$ cat config.mk
export PLATFORM = sky130hd
export DESIGN_NAME = flf_mul
export DESIGN_NICKNAME = d
export VERILOG_FILES = /design/src/hdl/flf_mul.sv
export SDC_FILE = /design/constraint.sdc
export NUM_CORES = 2
export LEC_CHECK = 0
export BUFFER_PORTS_ARGS = -buffer_cell sky130_fd_sc_hd__buf_2
export CAP_MARGIN = 20
export CORE_ASPECT_RATIO = 1.1
export CORE_MARGIN = 8
export CORE_UTILIZATION = 55
export CTS_CLUSTER_SIZE = 20
export DETAILED_ROUTE_END_ITERATION = 7
export PLACE_DENSITY = 0.79
export SLEW_MARGIN = 10
export SYNTH_ARGS = -nofsm -noshare
export SYNTH_HDL_FRONTEND = slang
export SYNTH_SLANG_ARGS = --single-unit
$ cat constraint.sdc
create_clock -name clk_i -period 10.3 [get_ports clk_i]
set_input_delay 1.03 -clock clk_i [delete_from_list [all_inputs] [get_ports clk_i]]
set_output_delay 1.03 -clock clk_i [all_outputs]
set_load 0.005 [all_outputs]
$ cat src/hdl/flf_mul.sv
`timescale 1ns / 1ps

// Shared 32x32 unsigned multiplier with a registered product.
module flf_mul (
  input  logic        clk_i,
  input  logic [31:0] a_i,
  input  logic [31:0] b_i,
  output logic [63:0] p_o
);

  logic [63:0] p_q;

  always_ff @(posedge clk_i) begin
    p_q <= 64'(a_i) * 64'(b_i);
  end

  assign p_o = p_q;

endmodule

==> flow_metrics.env <==
export IMPL_status="finished clean"
export IMPL_htreeDepth=3
export IMPL_grt_pass1_vias=27910
export IMPL_finalHoldViolCount=0
export IMPL_cts_path_max_buffers=2
export IMPL_clkSinkCount=64
export IMPL_floorplan_initialDensity_pct=55.62
export IMPL_crit_type="in2reg"
export IMPL_vias_per_cell=5.563
export IMPL_synth_edf_count=0
export IMPL_whs_ns=1.299
export IMPL_cts_inserted_buffers=9
export IMPL_cts_clk_slew_worst_paths_ns=0.06
export IMPL_cp_end_kind="flop"
export IMPL_drt_iter0_drc=1406
export IMPL_ys_ff_latch=64
export IMPL_slowest_stage="fa_1"
export IMPL_gp_congestion=0.9414
export IMPL_antenna_found_initial=5
export IMPL_drc=0
export IMPL_netlist_top_cell_by_area="fa_1"
export IMPL_totalWireLength_mm=89.07
export IMPL_ios=129
export IMPL_post_synth_num_cell_types=57
export IMPL_die_w_um=255.4
export IMPL_rsz0062_at_grt="no"
export IMPL_syn_inst=3748
export IMPL_synthTopCellsByArea="fa_1 (52%), and2_1 (11%), ha_1 (9.5%)"
export IMPL_final_setup_tns_ns=0
export IMPL_relSlewSlack_pct=45.00
export IMPL_crit_family="adder cells"
export IMPL_postCtsSetupRepairBufs=0
export IMPL_synth_top_area_share_pct=51.73
export IMPL_period_share_pct=84.10
export IMPL_worst_path_max_fanout=32
export IMPL_drv_cap=0
export IMPL_worstSetupStartpointType="input pin"
export IMPL_final_core_util_pct=57.56
export IMPL_areaGrowthSynthToFinish_pct=3.489
export IMPL_synth_most_common_cell="fa_1"
export IMPL_synth_async_reset_ratio_pct=0
export IMPL_cp_data_required_time_ns=10.58
export IMPL_ant_nets=0
export IMPL_ys_flop_type="dfxtp_1"
export IMPL_dpl_hpwl_mm=73.43
export IMPL_cp_arrival_ns=8.94
export IMPL_io_buffers=128
export IMPL_place_inst=4495
export IMPL_fin_crit_ns=8.663
export IMPL_overflow=0
export IMPL_setup_violations=0
export IMPL_root_buffer="clkbuf_16"
export IMPL_synth_nets=4972
export IMPL_nets=4897
export IMPL_min_path_type="in2reg"
export IMPL_worst_slew_pin_slew_ns=0.8195
export IMPL_instances_no_fill=4518
export IMPL_dr_pass1_iters=5
export IMPL_wl_per_cell_um=19.71
export IMPL_grt_pass1_wl_mm=145.3
export IMPL_syn_avg_cell_area_um2=9.252
export IMPL_max_stage_delay_ns=0.58
export IMPL_crit_top_cell="fa_1"
export IMPL_grt_start_max_net_pins=33
export IMPL_max_freq_ghz=0.1154
export IMPL_ctsResizeCount=0
export IMPL_netlist_area_um2=34680
export IMPL_cts_tree="done"
export IMPL_core_area_um2=62340
export IMPL_drive_above_1_share_pct=4.541
export IMPL_num_vias=25130
export IMPL_global_route_usage_total_pct=25.69
export IMPL_yosysWarnings=0
export IMPL_yosysSeqAreaShare_pct=3.695
export IMPL_synthTopCellsByCount="fa_1 (896), inv_1 (865), and2_1 (602)"
export IMPL_rows=96
export IMPL_slew_violations=0
export IMPL_crit_buf_inv=6
export IMPL_hold_buffers=0
export IMPL_cp_cell_sequence="buf_2, nand2_1, fa_1, inv_1, fa_1, inv_1, fa_1, inv_1, fa_1, fa_1, fa_1, fa_1, inv_1, fa_1, inv_1, ha_1, nand4_1, or4_1, or3_1, a31oi_1, a31o_2, a211oi_1, o21ai_1, xor2_1"
export IMPL_fp_dieH_um=279.3
export IMPL_dieArea_um2=71350
export IMPL_largest_reg_flops=64
## cells by family after synthesis
family | synth area share [%]
xor gates and xnor gates | 1.515
and+or+nand+nor | 17.62
AOI/OAI and AO/OA | 4.153
muxes | 0.02887
adders and majority gates | 61.22
DFF | 3.695
buffers and inverters | 11.77
## path summary, 6_finish.rpt
kind / depth (start not counted) / startpoint / slack [ns] / end
min: 2 / a_i[0] / 1.30 / p_o[0]$_DFF_P_
max: 24 / a_i[22] / 1.64 / p_o[62]$_DFF_P_
## metrics by stage
step                      area, um2  worst slack, ns
after CTS                     35870            1.808
after global routing          35870            1.263
final                         35890            1.637
after floorplan               34680            2.517
after detailed placement      35570            1.465
after global placement        35570            1.564
## layout by cell type (no fill, tap or decap), types with 3 or more instances in the layout
master	instances
nand4_1	23
nand3_1	10
nor2_1	20
xnor2_1	35
and2_1	602
ha_1	263
o31ai_4	3
a211oi_1	3
buf_2	128
a221o_1	4
and3_1	14
o21bai_1	10
a21boi_1	3
a21o_1	40
nor3_1	7
fa_1	896
buf_4	6
o221ai_1	3
a21oi_2	3
xor2_1	25
or2_2	3
nand2_1	480
a31oi_1	12
dfxtp_1	64
a21oi_1	63
o21a_1	9
clkbuf_16	9
a221oi_4	3
diode_2	7
o21ai_0	21
and4_1	3
o21ai_1	5
or3_1	3
or4_1	3
inv_1	865
## final cells by class
class,instances,area [um2]
sequential,64,1281
antenna,7,17.52
fill,5367,26450
tap,833,1042
multi-input combinational,2599,29310
timing repair buffer,134,685.7
clock buffer,9,225.2
clock inverter,7,72.57
inverter,865,3247
## per-layer routing
metal  vias to the layer above  track usage [%]  wire [um]  share of wire, %
met5                         -                0          0                 0
met4                         0            19.52       8061               9.1
met2                      1081            45.34      45780                51
met1                     12970            27.88      29880                34
li1                      10700                -          -                 -
met3                       383            3.744       5343               6.0
Power is left out: the tool's default activity adds up to more than one toggle a clock period on the data nets, which glitch-free logic cannot reach.
